--- src/sv/hzs_pkg.sv ---
// Shared constants, command codes and decode helpers for the heater zone sequencer.
package hzs_pkg;

  // Zone count default and the number of zones shown in the result masks
  localparam int ZONES_DEF   = 4;
  localparam int MASK_W      = 4;

  // Field widths
  localparam int TIME_W      = 32;
  localparam int CMD_W       = 8;
  localparam int TEMP_W      = 8;
  localparam int IVAL_W      = 16;
  localparam int THR_W       = 5;
  localparam int CHOICE_W    = 2;

  // Stream and configuration port widths
  localparam int S_DATA_W    = 64;
  localparam int M_DATA_W    = 16;
  localparam int CFG_IDX_W   = 2;
  localparam int CFG_DATA_W  = 16;

  // Configuration register indexes
  localparam logic [CFG_IDX_W-1:0] REG_INTERVAL_SHORT  = 2'd0;
  localparam logic [CFG_IDX_W-1:0] REG_INTERVAL_MEDIUM = 2'd1;
  localparam logic [CFG_IDX_W-1:0] REG_INTERVAL_LONG   = 2'd2;

  // Configuration reset values
  localparam logic [IVAL_W-1:0] IVAL_SHORT_RST  = 16'd5000;
  localparam logic [IVAL_W-1:0] IVAL_MEDIUM_RST = 16'd10000;
  localparam logic [IVAL_W-1:0] IVAL_LONG_RST   = 16'd15000;

  // Interval choice codes
  localparam logic [CHOICE_W-1:0] CHOICE_SHORT  = 2'd0;
  localparam logic [CHOICE_W-1:0] CHOICE_MEDIUM = 2'd1;

  // Threshold range
  localparam logic [THR_W-1:0] THR_BASE = 5'd25;

  // Command bytes
  localparam logic [CMD_W-1:0] CMD_ZONE_FIRST = 8'h30;  // '0'
  localparam logic [CMD_W-1:0] CMD_ZONE_LAST  = 8'h37;  // '7'
  localparam logic [CMD_W-1:0] CMD_ALL_ON     = 8'h38;  // '8'
  localparam logic [CMD_W-1:0] CMD_ALL_OFF    = 8'h39;  // '9'
  localparam logic [CMD_W-1:0] CMD_AUTO_ON    = 8'h4B;  // 'K'
  localparam logic [CMD_W-1:0] CMD_AUTO_OFF   = 8'h4C;  // 'L'
  localparam logic [CMD_W-1:0] CMD_IVAL_FIRST = 8'h41;  // 'A'
  localparam logic [CMD_W-1:0] CMD_IVAL_LAST  = 8'h43;  // 'C'
  localparam logic [CMD_W-1:0] CMD_THR_FIRST  = 8'h44;  // 'D'
  localparam logic [CMD_W-1:0] CMD_THR_LAST   = 8'h49;  // 'I'

  // Digit commands: which zone a digit addresses
  function automatic logic [1:0] digit_zone(input logic [2:0] d);
    logic [1:0] z;
    z = d[2:1];
    return z;
  endfunction

  // Digit commands: on or off ('1','2','4','6' turn on; the rest turn off)
  function automatic logic digit_on(input logic [2:0] d);
    logic on;
    case (d)
      3'd1, 3'd2, 3'd4, 3'd6: on = 1'b1;
      default:                on = 1'b0;
    endcase
    return on;
  endfunction

endpackage

--- src/sv/heater_zone_sequencer.sv ---
// Heater zone sequencer: command decode, auto rule and round-robin relay timing.
//
// An accepted item is held in the input register; one pass of logic then loads the
// result register when that has room, and its result is offered from there.
// Throughput: one item per cycle; the input register refills on the same edge
// the result register loads, so the only stall is m_tready low.
// Reset (rst, synchronous, active high): zones disabled, relays off, toggle
// times zero, short interval, threshold zero, auto off, intervals 5000/10000/15000.
module heater_zone_sequencer
  #(parameter int ZONES = hzs_pkg::ZONES_DEF)
  (
    input  logic                            clk,
    input  logic                            rst,
    // input items
    input  logic                            s_tvalid,
    output logic                            s_tready,
    // now_ms[31:0], cmd_valid[32], cmd_byte[40:33], temp_inside[48:41],
    // temp_outside[56:49], button_press[57], button_double[58], zero[63:59]
    input  logic [hzs_pkg::S_DATA_W-1:0]    s_tdata,
    // result items
    output logic                            m_tvalid,
    input  logic                            m_tready,
    // relay_mask[3:0], enable_mask[7:4], auto_on[8], zero[15:9]
    output logic [hzs_pkg::M_DATA_W-1:0]    m_tdata,
    // configuration writes
    input  logic                            cfg_we,
    input  logic [hzs_pkg::CFG_IDX_W-1:0]   cfg_index,
    input  logic [hzs_pkg::CFG_DATA_W-1:0]  cfg_data
  );
  import hzs_pkg::*;

  // zones that appear in the masks
  localparam int SHOWN = (ZONES < MASK_W) ? ZONES : MASK_W;

  // ---------------- configuration registers ----------------
  logic [IVAL_W-1:0] interval_short, interval_medium, interval_long;

  always_ff @(posedge clk) begin
    if (rst) begin
      interval_short  <= IVAL_SHORT_RST;
      interval_medium <= IVAL_MEDIUM_RST;
      interval_long   <= IVAL_LONG_RST;
    end else if (cfg_we) begin
      case (cfg_index)
        REG_INTERVAL_SHORT:  interval_short  <= cfg_data;
        REG_INTERVAL_MEDIUM: interval_medium <= cfg_data;
        REG_INTERVAL_LONG:   interval_long   <= cfg_data;
        default: ;  // unmapped index: ignored
      endcase
    end
  end

  // ---------------- handshake / pipeline control ----------------
  logic                in_full;
  logic [S_DATA_W-1:0] in_data;
  logic                advance;

  // the held item moves into the result register when that has room
  assign advance  = in_full && (!m_tvalid || m_tready);
  assign s_tready = !in_full || advance;

  always_ff @(posedge clk) begin
    if (rst) begin
      in_full  <= 1'b0;
      m_tvalid <= 1'b0;
    end else begin
      if (s_tvalid && s_tready) begin
        in_full <= 1'b1;
      end else if (advance) begin
        in_full <= 1'b0;
      end
      if (advance) begin
        m_tvalid <= 1'b1;
      end else if (m_tready) begin
        m_tvalid <= 1'b0;
      end
    end
  end

  always_ff @(posedge clk) begin
    if (s_tvalid && s_tready) begin
      in_data <= s_tdata;
    end
  end

  // unpack the held item
  logic [TIME_W-1:0] now_ms;
  logic              cmd_valid;
  logic [CMD_W-1:0]  cmd_byte;
  logic [TEMP_W-1:0] temp_inside, temp_outside;
  logic              button_press, button_double;

  assign now_ms        = in_data[31:0];
  assign cmd_valid     = in_data[32];
  assign cmd_byte      = in_data[40:33];
  assign temp_inside   = in_data[48:41];
  assign temp_outside  = in_data[56:49];
  assign button_press  = in_data[57];
  assign button_double = in_data[58];

  // ---------------- controller state ----------------
  logic [ZONES-1:0]    zone_enable, zone_enable_next;
  logic [ZONES-1:0]    relay_on, relay_on_next;
  logic [TIME_W-1:0]   last_toggle [ZONES];
  logic [TIME_W-1:0]   last_toggle_next [ZONES];
  logic [CHOICE_W-1:0] interval_choice, interval_choice_next;
  logic [THR_W-1:0]    threshold, threshold_next;
  logic                auto_mode, auto_mode_next;

  // per-zone timer expiry; independent of the relay chain
  logic [CHOICE_W-1:0] choice_now;
  logic [IVAL_W-1:0]   interval_sel;
  logic [ZONES-1:0]    due;

  // an interval command in this item takes effect in the same pass
  always_comb begin
    choice_now = interval_choice;
    if (cmd_valid && cmd_byte >= CMD_IVAL_FIRST && cmd_byte <= CMD_IVAL_LAST) begin
      choice_now = CHOICE_W'(cmd_byte - CMD_IVAL_FIRST);
    end
  end

  always_comb begin
    case (choice_now)
      CHOICE_SHORT:  interval_sel = interval_short;
      CHOICE_MEDIUM: interval_sel = interval_medium;
      default:       interval_sel = interval_long;
    endcase
  end

  always_comb begin
    for (int i = 0; i < ZONES; i++) begin
      // modulo 2^32 elapsed time
      due[i] = (now_ms - last_toggle[i]) >= {{(TIME_W-IVAL_W){1'b0}}, interval_sel};
    end
  end

  // one control pass: command, auto rule, zones in order, then buttons
  logic [2:0]        digit;
  logic [1:0]        dzone;
  logic              thr_lo_i, thr_lo_o, thr_hi_i, thr_hi_o;
  logic [ZONES-1:0]  others_mask;

  always_comb begin
    zone_enable_next     = zone_enable;
    relay_on_next        = relay_on;
    last_toggle_next     = last_toggle;
    interval_choice_next = interval_choice;
    threshold_next       = threshold;
    auto_mode_next       = auto_mode;
    digit                = cmd_byte[2:0];
    dzone                = digit_zone(digit);
    others_mask          = '0;

    if (cmd_valid) begin
      if (cmd_byte >= CMD_ZONE_FIRST && cmd_byte <= CMD_ZONE_LAST) begin
        // zones not built are ignored
        for (int i = 0; i < ZONES; i++) begin
          if (int'(dzone) == i) begin
            zone_enable_next[i] = digit_on(digit);
            if (!digit_on(digit)) begin
              relay_on_next[i] = 1'b0;
            end
          end
        end
      end else if (cmd_byte == CMD_ALL_ON) begin
        zone_enable_next = '1;
      end else if (cmd_byte == CMD_ALL_OFF) begin
        zone_enable_next = '0;
        relay_on_next    = '0;
      end else if (cmd_byte == CMD_AUTO_ON) begin
        auto_mode_next = 1'b1;
      end else if (cmd_byte == CMD_AUTO_OFF) begin
        auto_mode_next   = 1'b0;
        zone_enable_next = '0;
        relay_on_next    = '0;
      end else if (cmd_byte >= CMD_IVAL_FIRST && cmd_byte <= CMD_IVAL_LAST) begin
        interval_choice_next = CHOICE_W'(cmd_byte - CMD_IVAL_FIRST);
      end else if (cmd_byte >= CMD_THR_FIRST && cmd_byte <= CMD_THR_LAST) begin
        threshold_next = THR_BASE + THR_W'(cmd_byte - CMD_THR_FIRST);
      end
    end

    // auto rule; a temperature equal to the threshold blocks both actions
    thr_lo_i = temp_inside  < TEMP_W'(threshold_next);
    thr_lo_o = temp_outside < TEMP_W'(threshold_next);
    thr_hi_i = temp_inside  > TEMP_W'(threshold_next);
    thr_hi_o = temp_outside > TEMP_W'(threshold_next);
    if (auto_mode_next) begin
      if (thr_lo_i && thr_lo_o) begin
        zone_enable_next = '1;
      end
      if ((thr_hi_i && thr_lo_o) || (thr_hi_i && thr_hi_o) || (thr_lo_i && thr_hi_o)) begin
        zone_enable_next = '0;
        relay_on_next    = '0;
      end
    end

    // round robin: each zone sees the relays as left by the zones before it
    for (int i = 0; i < ZONES; i++) begin
      others_mask = relay_on_next & ~(ZONES'(1) << i);
      if (zone_enable_next[i] && !(|others_mask) && due[i]) begin
        last_toggle_next[i] = now_ms;
        relay_on_next[i]    = !relay_on_next[i];
      end
    end

    if (button_press) begin
      zone_enable_next = '1;
    end
    if (button_double) begin
      zone_enable_next = '0;
      relay_on_next    = '0;
    end
  end

  always_ff @(posedge clk) begin
    if (rst) begin
      zone_enable     <= '0;
      relay_on        <= '0;
      interval_choice <= CHOICE_SHORT;
      threshold       <= '0;
      auto_mode       <= 1'b0;
      for (int i = 0; i < ZONES; i++) begin
        last_toggle[i] <= '0;
      end
    end else if (advance) begin
      zone_enable     <= zone_enable_next;
      relay_on        <= relay_on_next;
      interval_choice <= interval_choice_next;
      threshold       <= threshold_next;
      auto_mode       <= auto_mode_next;
      last_toggle     <= last_toggle_next;
    end
  end

  // ---------------- result register ----------------
  logic [MASK_W-1:0] relay_mask, enable_mask;

  always_comb begin
    relay_mask  = '0;
    enable_mask = '0;
    for (int i = 0; i < SHOWN; i++) begin
      relay_mask[i]  = relay_on_next[i];
      enable_mask[i] = zone_enable_next[i];
    end
  end

  always_ff @(posedge clk) begin
    if (advance) begin
      m_tdata <= {{(M_DATA_W-2*MASK_W-1){1'b0}}, auto_mode_next, enable_mask, relay_mask};
    end
  end

  // ---------------- assertions ----------------
  // round robin: never more than one relay on
  a_one_relay: assert property (@(posedge clk) disable iff (rst) $onehot0(relay_on))
    else $error("more than one relay on");

  // a relay is only on for an enabled zone
  a_relay_enabled: assert property (@(posedge clk) disable iff (rst)
    (relay_on & ~zone_enable) == '0)
    else $error("relay on for a disabled zone");

  // threshold is zero or within the command range
  a_thr_range: assert property (@(posedge clk) disable iff (rst)
    threshold == '0 || (threshold >= THR_BASE && threshold <= THR_BASE + THR_W'(5)))
    else $error("threshold out of range");

  // a held item with a stalled result stays held
  a_hold: assert property (@(posedge clk) disable iff (rst)
    in_full && m_tvalid && !m_tready |=> in_full && $stable(in_data))
    else $error("held item lost while stalled");

endmodule
--- config.mk ---
export PLATFORM = sky130hd
export DESIGN_NAME = heater_zone_sequencer
export DESIGN_NICKNAME = d
export VERILOG_FILES = /design/src/sv/hzs_pkg.sv /design/src/sv/heater_zone_sequencer.sv
export SDC_FILE = /design/constraint.sdc
export NUM_CORES = 1
export LEC_CHECK = 0
export BUFFER_PORTS_ARGS = -buffer_cell sky130_fd_sc_hd__buf_2
export CORE_MARGIN = 1
export CORE_UTILIZATION = 40
export DETAILED_ROUTE_END_ITERATION = 8
export PLACE_DENSITY_LB_ADDON = 0.05
export SETUP_SLACK_MARGIN = 0.15
export SLEW_MARGIN = 20
export SYNTH_ARGS = -nofsm -noshare
export SYNTH_HDL_FRONTEND = slang
export SYNTH_SLANG_ARGS = --single-unit
--- constraint.sdc ---
create_clock -name clk -period 17.45 [get_ports clk]
set_input_delay 3.49 -clock clk [delete_from_list [all_inputs] [get_ports clk]]
set_output_delay 3.49 -clock clk [all_outputs]
set_load 0.005 [all_outputs]
* Word-level counts from Yosys, hierarchy flattened
Cells that the tools add are included.
** Cells by class
- Order comparisons :: 14
- Muxes and demuxes :: 69
- Equality and inequality tests :: 14
- $add $sub $neg :: 7
- Bitwise operators :: 5
- Reduce and logical (&&, ||, !) cells :: 51
** Operators by type and width (count)
- $ge A32 B16 Y1 :: 4
- $sub A32 B32 Y32 :: 4
- $mux W4 :: 20
- $mux W5 :: 8
- $mux W1 :: 39
- $pmux W16 S2 :: 1
- $logic_and A1 B1 Y1 :: 19
- $eq A8 B6 Y1 const B :: 2
- $eq A8 B7 Y1 const B :: 2
- $ge A8 B7 Y1 const B :: 2
- $gt A8 B5 Y1 :: 2
- $le A8 B7 Y1 const B :: 2
- $lt A8 B5 Y1 :: 2
- $reduce_and A2 Y1 :: 7
- $reduce_or A3 Y1 :: 4
- $logic_not A1 Y1 :: 10
- $ge A8 B6 Y1 const B :: 1
- $le A8 B6 Y1 const B :: 1
- $reduce_and A8 Y1 :: 1
- $eq A2 B1 Y1 const B :: 3
- $eq A2 B2 Y1 const B :: 3
- $eq A3 B3 Y1 const B :: 2
- $logic_not A2 Y1 :: 3
- $add A5 B5 Y5 const A :: 1
- 9 further kinds :: 17
** Word-level totals
- Bits of input ports :: 87
- Word-level logic and storage cells :: 176
- Bits in registers :: 262
- Output and inout port bits :: 18

* Longest topological paths before layout
- Depth in word-level cells :: 37
- Depth in mapped cells :: 26
- Depth with buffers taken out :: 25

* Worst setup path after synthesis
No wires, ideal clock.
- Kind :: input to output
- Start :: input m_tready
- End :: output s_tready
- Stages :: 2
- Path buffers :: 0
- Data required time :: 13960 ps
- Slack :: 10204 ps
- Arrival :: 3756 ps
- Cells stage by stage :: nor2b_1 -> nand2_1
** Between the ends
- Cells in the longest elaborated chain, start to end :: 3
** RTL lines
- start, declared :: line heater_zone_sequencer.sv:22 : input logic m_tready,
- $logic_or A1 B1 Y1 :: line heater_zone_sequencer.sv:59 : assign advance = in_full && (!m_tvalid || m_tready);
- $logic_and A1 B1 Y1 :: line heater_zone_sequencer.sv:59
- $logic_or A1 B1 Y1 :: line heater_zone_sequencer.sv:60 : assign s_tready = !in_full || advance;
- end, declared :: line heater_zone_sequencer.sv:16 : output logic s_tready,
Every way passes these cells.

* Worst setup path after layout
- Start :: register in_data[34]
- End :: register last_toggle[52] (netlist name)
** Between the ends
- Cells in the longest elaborated chain, start to end :: 31
- Elaborated cells between the ends (all ways) :: 116
- Those cells by class :: add/sub: 3; order compare: 13; eq/ne: 12; mux: 59; reduce/logical: 29
** RTL lines
- start, declared :: line heater_zone_sequencer.sv:55 : logic [S_DATA_W-1:0] in_data;
- start signal, assigned :: line heater_zone_sequencer.sv:82 : in_data <= s_tdata;
- $sub A5 B3 Y5 (tied with other cells) :: line heater_zone_sequencer.sv:180 : threshold_next = THR_BASE + THR_W'(cmd_byte - CMD_THR_FIRST);
- $add A5 B5 Y5 / $logic_and A1 B1 Y1 (equally long branches) :: line heater_zone_sequencer.sv:180, heater_zone_sequencer.sv:179
- $mux W5 :: line heater_zone_sequencer.sv:179 : end else if (cmd_byte >= CMD_THR_FIRST && cmd_byte <= CMD_THR_LAST) begin
- $mux W5 :: line heater_zone_sequencer.sv:177 : end else if (cmd_byte >= CMD_IVAL_FIRST && cmd_byte <= CMD_IVAL_LAST) begin
- $mux W5 :: line heater_zone_sequencer.sv:173 : end else if (cmd_byte == CMD_AUTO_OFF) begin
- $mux W5 :: line heater_zone_sequencer.sv:171 : end else if (cmd_byte == CMD_AUTO_ON) begin
- $mux W5 :: line heater_zone_sequencer.sv:168 : end else if (cmd_byte == CMD_ALL_OFF) begin
- $mux W5 :: line heater_zone_sequencer.sv:166 : end else if (cmd_byte == CMD_ALL_ON) begin
- (+14 left out)
- $logic_not A1 Y1 :: line heater_zone_sequencer.sv:202 : if (zone_enable_next[i] && !(|others_mask) && due[i]) begin
- $logic_and A1 B1 Y1 (2 in series) :: line heater_zone_sequencer.sv:202
- $mux W1 :: line heater_zone_sequencer.sv:202
- $reduce_or A3 Y1 :: line heater_zone_sequencer.sv:202
- $logic_not A1 Y1 :: line heater_zone_sequencer.sv:202
- $logic_and A1 B1 Y1 :: line heater_zone_sequencer.sv:202
- $logic_and A1 B1 Y1 * :: line heater_zone_sequencer.sv:202
- $reduce_and A2 Y1 (no source line) *
- end signal, assigned :: line heater_zone_sequencer.sv:233 : last_toggle <= last_toggle_next;
- end, declared :: line heater_zone_sequencer.sv:104 : logic [TIME_W-1:0] last_toggle [ZONES];
Mark *: on every way between the ends. The rest lies on a longest branch, timed or not. The select of a mux whose other input is x is not followed.
A chain may end at the register's enable or synchronous reset.

==> results.py <==
metrics = {
    "outcome": {
        "status": "finished clean",
    },
    "timing": {
        "tns_ns": 0,
        "finalHoldViolCount": 0,
        "grt_setup_unrepaired": "no",
        "setup_violations": 0,
        "fin_crit_ns": 7.79,
        "slew-limit-headroom": 0.290,
        "maxSlewViolCount": 0,
        "max_freq_mhz": 128,
        "fin_crit_sh": 0.446,
        "finClkSkew_ns": 0.0122,
        "worst_pin_slew_ns": 1.06,
    },
    "setup_path": {
        "cp_max_fo": 32,
        "cp-end-kind": "flop",
        "startpoint_type": "flop",
        "critPathRequiredTime_ns": 17.84,
        "crit_arrival_ns": 8.18,
        "critPathKind": "reg -> reg",
    },
    "cells_and_area": {
        "diodes": 0,
        "syn2layout_area_growth_pct": 11.2,
        "drive_gt1_frac": 0.0860,
        "fin_area_mm2": 0.0221,
        "finalNetCount": 2765,
    },
    "routing": {
        "wl_met3_um": 1760,
        "top_layer": "met4",
        "drt-wirelength-per-cell_um": 18.9,
        "finalWirelength_um": 59900,
        "met2_length_um": 28100,
        "drt-vias-per-instance": 5.64,
        "vias": 17837,
        "route.detailed.drc": 0,
        "ant_nets": 0,
        "wl_met1_um": 28400,
        "drt_first_pass_iters": 7,
        "detailedRoute.firstIterationViolations": 1005,
    },
    "clocking": {
        "clockBufferDepth": 3,
        "cts_buffers": 35,
        "cts.clk_slew.worst_paths_ns": 0.06,
        "clockRootBuffer": "clkbuf_16",
        "htreeDepth": 2,
        "cts_setup_buffers": 0,
        "cts_hold_buf": 0,
        "numClockSinks": 262,
        "clock_latency_ns": 0.55,
        "tritoncts": "built",
        "cts_resized": 0,
    },
    "placed_design": {
        "placed_area_mm2": 0.0210,
        "place_congestion": 0.918,
        "port_buffers": 92,
        "dp.final_hpwl_um": 43700,
    },
    "synthesis": {
        "synth.cell_area_mm2": 0.0199,
        "synth_adder_area_share": 0.131,
        "ys.flop_type": "dfxtp_1",
        "synth_compound_area_frac": 0.219,
        "seq_area_frac_synth": 0.298,
        "yosys.area_share.xor_xnor": 0.0383,
        "synthCells": 2425,
        "synth_edf_count": 68,
        "ys_async_sr_fraction": 0,
        "synth_top_family_by_area": "compound AO/OA/AOI/OAI gates",
        "ys_types": 93,
        "muxShareOfSynthArea": 0.0637,
        "synth.avg_cell_area_um2": 8.20,
        "ys_warn_count": 0,
        "yosys.area_share.simple": 0.192,
        "synth_seq_cells": 262,
    },
    "floorplanning": {
        "rows": 81,
        "initial_core_util": 0.406,
        "die_w_um": 225,
        "fp.coreArea_mm2": 0.0490,
        "die_y_um": 225,
        "io_pins": 105,
        "die_area_mm2": 0.0506,
    },
    "grt": {
        "antenna_found_initial": 0,
        "grt_max_degree": 105,
        "overflow": 0,
        "grt_pass1_wl_um": 94900,
        "grt_usage": 0.237,
        "grt_pass1_vias": 17310,
    },
    "worst_hold_path": {
        "min_path_type": "reg -> reg",
    },
    "power_and_ir_drop": {
        "power_mw": 1.72,
        "peakVddDrop_v": 0.0000661,
        "p_per_area_mw_per_mm2": 77.8,
        "p_leak_nw": 8.76,
    },
    "flow_run": {
        "drv_cap": 0,
    },
}
[cell usage in the layout (no fill, tap or decap), types with 27 or more instances in the layout]
master	Yosys	final
o21ai_0	106	105
nand3_1	49	47
buf_4	7	35
edfxtp_1	68	68
a211oi_1	29	29
nand2_1	251	251
xor2_1	37	36
a21oi_1	230	230
a21o_1	56	56
o21a_1	30	30
nor3_1	33	33
nand4_1	70	70
xnor2_1	50	49
nor2_1	214	214
dfxtp_1	194	194
clkbuf_16	0	36
buf_2	13	91
nand3b_1	27	27
ha_1	202	202
inv_1	164	164
mux2i_1	122	122
o31ai_1	38	38
[critical path: stages (launching register included)]
cell,delay (ns)
edfxtp_1,0.51
inv_1,0.18
ha_1,0.29
and4b_1,0.20
nor4b_1,0.78
nand2_1,0.15
o21ai_2,0.09
buf_4,0.33
mux2i_1,0.13
a21oi_1,0.60
ha_1,0.36
nand2b_1,0.14
nand3_1,0.08
a211o_1,0.13
a311oi_1,0.15
a2111oi_0,0.45
buf_4,0.21
o2111ai_1,0.15
nor4_1,0.69
o211ai_1,0.23
a211oi_4,0.53
nor4b_4,0.29
buf_4,0.55
mux2i_1,0.26
nor2_1,0.06
[cells in the mapped netlist (5+ instances only)]
library cell,n,share of area
o21a_1,30,0.011
and4_1,10,0.0044
edfxtp_1,68,0.10
nand3_1,49,0.012
a21oi_1,230,0.058
xnor2_1,50,0.022
a21boi_0,7,0.0026
or3_1,6,0.0019
xor2_1,37,0.016
a311oi_1,8,0.0035
clkbuf_1,98,0.018
and2_1,18,0.0057
a211o_1,7,0.0031
a31oi_1,21,0.0066
nor2_1,214,0.040
o21ai_0,106,0.027
a2111oi_0,8,0.0035
nand4_1,70,0.022
ha_1,202,0.13
nand2_1,251,0.047
o31a_1,6,0.0026
mux2i_1,122,0.061
o22ai_1,6,0.0019
o31ai_1,38,0.014
nor3b_1,9,0.0034
inv_1,164,0.031
o21bai_1,14,0.0053
a21o_1,56,0.021
dfxtp_1,194,0.20
nor4_1,13,0.0041
a211oi_1,29,0.011
nand2b_1,19,0.0060
nand3b_1,27,0.010
nor2b_1,21,0.0066
or4_1,8,0.0030
o211ai_1,20,0.0075
buf_2,13,0.0033
nor3_1,33,0.0083
o21ai_1,7,0.0018
a22oi_1,5,0.0019
o2111ai_1,11,0.0048
o221ai_1,5,0.0022
and3_1,10,0.0031
buf_4,7,0.0026
[registers in the layout, indices dropped and copies added (netlist names)]
| name | count |
|---|---|
| interval_medium | 16 |
| interval_short | 16 |
| in_full | 1 |
| interval_long | 16 |
| in_data | 59 |
| relay_on | 4 |
| last_toggle | 128 |
| m_tvalid | 1 |
| auto_mode | 1 |
| m_tdata | 9 |
| zone_enable | 4 |
| interval_choice | 2 |
| threshold | 5 |
[cell families after synthesis]
logic type,count (synthesis)
muxes,126
buffers and inverters,288
DFF,262
adders and majority gates,206
AOI/OAI and AO/OA,669
other,1
and+or+nand+nor,786
xor gates and xnor gates,87
[routing by layer]
layer / vias up / GRT usage
met5: - / 0
met4: 0 / 0.0735
li1: 8914 / -
met1: 8540 / 0.314
met2: 299 / 0.402
met3: 84 / 0.0245
[final cells by class]
class | count | area [um^2]
fillers | 4931 | 26800
multi-input cells | 1881 | 12900
flip-flops and latches | 262 | 5930
clock buffers | 50 | 983
well taps | 664 | 831
repair buffers | 127 | 729
inverters | 165 | 619
clock inverters | 14 | 138
[final timing paths]
kind,start,to,slack (ns),cells past startpoint
hold reg to reg,interval_short[13],interval_short[13],0.45,2
setup / recovery,in_data[34],last_toggle[52],9.66,24
hold / removal,interval_short[13],interval_short[13],0.45,2
setup reg to reg,in_data[34],last_toggle[52],9.66,24
[power breakdown]
| part | internal [mW] | switching (mW) |
|---|---|---|
| clock | 0.424 | 0.290 |
| combinational | 0.133 | 0.207 |
| sequential | 0.642 | 0.0235 |
[metrics by stage]
| step | instances | utilization | setup WS (ns) | hold WS [ns] |
|---|---|---|---|---|
| global route | 3163 | 0.452 | 9.22 | 0.474 |
| finish | 3163 | 0.452 | 9.66 | 0.452 |
| floorplan | 2431 | - | 10.20 | 0.432 |
| CTS | 3163 | 0.452 | 9.74 | 0.454 |
| global placement | 3099 | 0.429 | 9.89 | 0.440 |
| detailed placement | 3099 | 0.429 | 9.76 | 0.445 |
No activity file was read; power rests on OpenSTA's default activity.
